[config.mk]
export PLATFORM = sky130hd
export DESIGN_NAME = pse_ctrl
export DESIGN_NICKNAME = d
export VERILOG_FILES = /design/src/hdl/pse_pkg.sv /design/src/hdl/pse_ctrl.sv
export SDC_FILE = /design/constraint.sdc
export NUM_CORES = 1
export LEC_CHECK = 0
export BUFFER_PORTS_ARGS = -buffer_cell sky130_fd_sc_hd__buf_4
export CORE_AREA = 5 5 42 44
export CTS_CLUSTER_SIZE = 8
export DETAILED_ROUTE_END_ITERATION = 8
export DIE_AREA = 0 0 47 49
export HOLD_SLACK_MARGIN = 0.05
export MAX_ROUTING_LAYER = met4
export PLACE_DENSITY = 0.63
export REMOVE_ABC_BUFFERS = 1
export SLEW_MARGIN = 20
export SYNTH_ARGS = -nofsm -noshare
export SYNTH_HDL_FRONTEND = slang
export SYNTH_SLANG_ARGS = --single-unit
[constraint.sdc]
create_clock -name aclk -period 3 [get_ports aclk]
set_input_delay 0 -clock aclk [delete_from_list [all_inputs] [get_ports aclk]]
set_output_delay 0 -clock aclk [all_outputs]
set_load 0.1 [all_outputs]
[src/hdl/pse_pkg.sv]
// Shared types and constants of the prime sieve engine.
package pse_pkg;

    localparam int NUMBER_W = 16;
    localparam int LIMIT_W  = 17;

    localparam logic [LIMIT_W-1:0] LIMIT_RESET = 17'h10000;

    // Request type codes.
    localparam logic REQ_BUILD = 1'b0;
    localparam logic REQ_QUERY = 1'b1;

    // First even number that the sieve clears, and first odd prime it sweeps.
    localparam int FIRST_EVEN_CLEARED = 4;
    localparam int FIRST_ODD_PRIME    = 3;

    typedef struct packed {
        logic                req_type;
        logic [NUMBER_W-1:0] number;
    } pse_req_t;

    typedef struct packed {
        logic prime_flag;
        logic answer_valid;
        logic build_done;
    } pse_resp_t;

    typedef enum logic [2:0] {
        ST_IDLE,
        ST_FILL,
        ST_CHECK,
        ST_TEST,
        ST_CROSS,
        ST_BUILD_END,
        ST_QUERY_RD
    } pse_state_t;

    typedef struct packed {
        logic accept;
        logic fill_clr;
        logic fill_write;
        logic fill_step;
        logic sieve_init;
        logic rd_i;
        logic rd_q;
        logic cross_start;
        logic cross_step;
        logic advance;
        logic build_commit;
        logic out_load_build;
        logic out_load_query;
    } pse_cmd_t;

    typedef struct packed {
        logic fill_last;
        logic sq_lt_lim;
        logic j_lt_lim;
        logic rd_bit;
        logic out_free;
    } pse_status_t;

endpackage

[src/hdl/pse_ctrl.sv]
// Controller state machine of the prime sieve engine.
module pse_ctrl
    import pse_pkg::*;
(
    input  logic        aclk,
    input  logic        aresetn,
    input  logic        s_valid,
    input  logic        req_type,
    output logic        s_ready,
    input  pse_status_t status,
    output pse_cmd_t    cmd
);

    pse_state_t state_reg, state_next;

    always_comb begin
        state_next = state_reg;
        unique case (state_reg)
            ST_IDLE: begin
                if (s_valid) begin
                    state_next = (req_type == REQ_QUERY) ? ST_QUERY_RD : ST_FILL;
                end
            end
            ST_FILL: begin
                if (status.fill_last) begin
                    state_next = ST_CHECK;
                end
            end
            ST_CHECK: begin
                state_next = status.sq_lt_lim ? ST_TEST : ST_BUILD_END;
            end
            ST_TEST: begin
                state_next = status.rd_bit ? ST_CROSS : ST_CHECK;
            end
            ST_CROSS: begin
                if (!status.j_lt_lim) begin
                    state_next = ST_CHECK;
                end
            end
            ST_BUILD_END, ST_QUERY_RD: begin
                if (status.out_free) begin
                    state_next = ST_IDLE;
                end
            end
            default: state_next = ST_IDLE;
        endcase
    end

    always_comb begin
        cmd     = '0;
        s_ready = 1'b0;
        unique case (state_reg)
            ST_IDLE: begin
                s_ready    = 1'b1;
                cmd.accept = s_valid;
                // A query reads the table straight from the port number.
                cmd.rd_q     = s_valid && (req_type == REQ_QUERY);
                cmd.fill_clr = s_valid && (req_type == REQ_BUILD);
            end
            ST_FILL: begin
                cmd.fill_write = 1'b1;
                cmd.fill_step  = !status.fill_last;
                cmd.sieve_init = status.fill_last;
            end
            ST_CHECK: begin
                cmd.rd_i = status.sq_lt_lim;
            end
            ST_TEST: begin
                cmd.cross_start = status.rd_bit;
                cmd.advance     = !status.rd_bit;
            end
            ST_CROSS: begin
                cmd.cross_step = status.j_lt_lim;
                cmd.advance    = !status.j_lt_lim;
            end
            ST_BUILD_END: begin
                cmd.out_load_build = status.out_free;
                cmd.build_commit   = status.out_free;
            end
            ST_QUERY_RD: begin
                cmd.out_load_query = status.out_free;
            end
            default: begin
                cmd = '0;
            end
        endcase
    end

    always_ff @(posedge aclk) begin
        if (!aresetn) begin
            state_reg <= ST_IDLE;
        end else begin
            state_reg <= state_next;
        end
    end

    a_load_when_free: assert property (@(posedge aclk) disable iff (!aresetn)
        (cmd.out_load_build || cmd.out_load_query) |-> status.out_free)
        else $error("result register overwritten while still held");

endmodule

[After elaboration in Yosys (flattened, before gate mapping)]
Cells that the tools add are included.
Storage, ports and cells
  output and inout bits: 14
  register bits: 3
Cells by class
  reduce and logical (&&, ||, !) cells: 8
  muxes and demuxes: 18
  bitwise logic cells: 1
  eq/ne operators: 10
Operator list (number)
  3-bit 2-to-1 mux: 8
  3-bit case mux with 6 select lines: 1
  3-bit equality test (second input constant): 3
  2-bit != test (second input constant): 4
  3-bit by 2-bit equality test with 1-bit output (second input constant): 2
  1-bit 2-to-1 mux: 6
  2-bit 2-to-1 mux: 2
  4-bit AND reduction: 1
  3-bit by 1-bit equality test with 1-bit output (second input constant): 1
  1-bit zero test: 3
  3-bit zero test: 1
  1-bit logical AND: 2
  1-bit case mux with 2 select lines: 1
  2-bit OR reduction: 1
  1-bit NOT: 1

[Depth between registers and ports, before layout]
  word-level depth: 4
  depth in mapped cells: 6
  gate-level depth less buffers: 4

[Worst setup path before layout]
No wires, ideal clock.
  kind: register to output
  start point: register state_reg[2]
  end point: output cmd[11] (netlist bit)
  stages on the path, launching flop included: 5
  path buffers: 1
  path slack: -1.995 ns
  arrival time: 4.995 ns
  cell sequence: dfxtp_1 -> buf_6 -> nor3_1 -> and2_1 -> nor2b_1
RTL lines
  start, declared: RTL line pse_ctrl.sv:14  | pse_state_t state_reg, state_next;
  start signal, assigned: RTL line pse_ctrl.sv:93  | state_reg <= state_next;
  end, declared: RTL line pse_ctrl.sv:11  | output pse_cmd_t cmd

==> flow_metrics.env <==
export IMPL_avgSynthCellArea_um2=7.63
export IMPL_postRouteAntennaNets=0
export IMPL_grt_overflow_total=0
export IMPL_clk_latency_ps=230
export IMPL_cp_start_kind="register"
export IMPL_wire_per_inst_um=12.3
export IMPL_ys_top_cells_by_area="dfxtp_1, mux2i_1, nand2_1"
export IMPL_clk_path_buf_depth=2
export IMPL_timing_final_hold_violations=0
export IMPL_cp_startpoint="state_reg[1]"
export IMPL_numCtsBuffers=3
export IMPL_place_congestion=0.709
export IMPL_slowest_delay_ps=620
export IMPL_first_iter_violations=3
export IMPL_core_um2=1400
export IMPL_timing_critical_path_arrival_ps=1660
export IMPL_synth_seq_cells=3
export IMPL_holdWs_ps=218
export IMPL_period_minus_slack_ps=1660
export IMPL_wl_met3_um=146
export IMPL_rsz0062_at_grt="no"
export IMPL_wl_met1_um=433
export IMPL_syn_cell_area_um2=374
export IMPL_status="finished, final reports clean"
export IMPL_antenna_found_initial=0
export IMPL_first_pass_iters=2
export IMPL_totalWireLength_um=1070
export IMPL_cts_sinks=3
export IMPL_cp_required_ps=3000
export IMPL_root_buffer="clkbuf_4"
export IMPL_slew_violations=0
export IMPL_ioPinCount=23
export IMPL_layout_drive_gt1_share_pct=42.3
export IMPL_htree_levels=1
export IMPL_yosys_warnings=0
export IMPL_die_area_um2=2300
export IMPL_dr_wl_met2_um=488
export IMPL_cp_slowest_cell="dfxtp_1"
export IMPL_min_period_over_period_pct=55.2
export IMPL_path_max_fanout=16
export IMPL_crit_chain="inv_1 -> nor4_1 -> buf_4"
export IMPL_synth_cell_types=27
export IMPL_die_x_um=47
export IMPL_hold_class="in -> reg"
export IMPL_yosys_area_top_type="dfxtp_1"
export IMPL_worstSetupPathType="reg -> out"
export IMPL_hpwl_um=843
export IMPL_rows=14
export IMPL_synth_top_cell_area_share_pct=16.1
export IMPL_topRoutingLayerUsed="met3"
export IMPL_grt_pass1_vias=382
export IMPL_post_cts_buffers=0
export IMPL_grt_total_usage_pct=9.23
export IMPL_dpl_cell_area_um2=519
export IMPL_critPathTopFamily="flip-flops"
export IMPL_largest_reg_flops=3
export IMPL_grt_first_pass_wirelength_um=1540
export IMPL_worstMarginPinSlew_ps=499
export IMPL_stdcell_area_um2=556
export IMPL_routed_via_count=430
export IMPL_fin_nets=81
export IMPL_fin_skew_ps=0.452
export IMPL_cap_violations=0
export IMPL_setup_violations_final=0
export IMPL_cts_tree="done"
export IMPL_grt_max_degree=17
export IMPL_worst_path_buf_inv=2
export IMPL_regToRegStartpoint="state_reg[1]"
export IMPL_endpoint_kind="primary output"
export IMPL_setup_tns_ps=0
export IMPL_antenna_cells=0
export IMPL_fp_dieH_um=49
export IMPL_initial_core_util_pct=26.7
export IMPL_max_freq_mhz=604
export IMPL_clkTransAtPathRegs_ps=40
export IMPL_area_growth_pct=48.5
export IMPL_ys_seq_area_share_pct=16.1
export IMPL_syn_inst=49
export IMPL_vias_per_cell=4.94
export IMPL_drc_errors=0
export IMPL_relSlewSlack_pct=66.7
export IMPL_io_buffers=22
export IMPL_hold_start="req_type"
[repair_timing]
action	in CTS	in global routing
hold endpoints to repair	1	0
hold buffers	1	0
gates resized for setup	0	0
[layout by cell type, fill, tap and decap left out, drive strengths merged]
| master | synthesis | layout |
|---|---|---|
| nand3b | 1 | 1 |
| a21oi | 2 | 2 |
| nor3b | 1 | 1 |
| and4 | 2 | 2 |
| nor3 | 3 | 3 |
| and2 | 2 | 2 |
| clkbuf | 0 | 4 |
| mux2 | 1 | 1 |
| nand2b | 2 | 2 |
| dlygate4sd3 | 0 | 1 |
| o32ai | 1 | 1 |
| o2111ai | 2 | 2 |
| a211oi | 1 | 1 |
| a311oi | 1 | 1 |
| inv | 3 | 3 |
| nor2b | 1 | 1 |
| buf | 5 | 22 |
| nor4 | 1 | 1 |
| and3 | 1 | 1 |
| a21bo | 1 | 1 |
| a31o | 1 | 1 |
| nor2 | 3 | 3 |
| dfxtp | 3 | 3 |
| nand2 | 7 | 7 |
| mux2i | 3 | 3 |
| or3 | 1 | 1 |
[cells by family (layout without fill, tap and decap cells)]
logic type	count (synthesis)	count (layout)	synth area share (%)
AND/OR/NAND/NOR	25	25	37.5
multiplexers	4	4	11.0
buffers and inverters	8	30	13.7
flip-flops	3	3	16.1
AO/OA/AOI/OAI	9	9	21.7
[through the flow]
step	setup WS [ps]	util, %	cells
floorplan	-1990	-	44
global placement	1500	37.1	82
detailed placement	1420	37.1	82
CTS	1340	39.6	87
global route	1160	39.6	87
finish	1340	39.6	87
[cells in the mapped netlist]
master     n
nor2_1     3
nor3b_2    1
dfxtp_1    3
nor2b_1    1
nor4_1     1
o32ai_1    1
a31o_1     1
nand3b_1   1
buf_4      1
mux2_2     1
o2111ai_1  2
a211oi_1   1
nand2_1    7
and2_1     2
nand2b_1   2
a21bo_2    1
and4_1     2
nor3_1     3
a311oi_2   1
a21oi_1    1
mux2i_1    3
a21oi_2    1
buf_2      2
and3_1     1
or3_1      1
inv_1      3
buf_6      2
[worst register-to-register path, delay by kind of cell (launching register included)]
kind / cells / cell delay [ps]
compound gates: 2 / 450
flops: 1 / 620
mux: 1 / 220
simple gates: 1 / 200
[routing by layer]
layer  up-vias  GRT usage, %
met5         -             -
met4         0          6.91
met3         0          2.21
met2        17          13.6
met1       193          10.3
li1        220             -
[worst paths after layout]
kind,slack (ps),cells past startpoint,endpoint
hold reg to reg,640,2,state_reg[2]
setup / recovery,1340,3,cmd[7]
hold / removal,220,3,state_reg[0]
setup reg to reg,1430,4,state_reg[2]
[cell type report]
cell class	count	area (µm²)
Timing Repair Buffer	23	175
Inverter	3	11.3
Clock buffer	4	26.3
Sequential cell	3	60.1
Tap cell	16	20.0
Multi-Input combinational cell	38	263
Fill cell	165	846
Power is not shown: default switching activity piles up to over one toggle a cycle in this logic, so the estimate is an artifact.
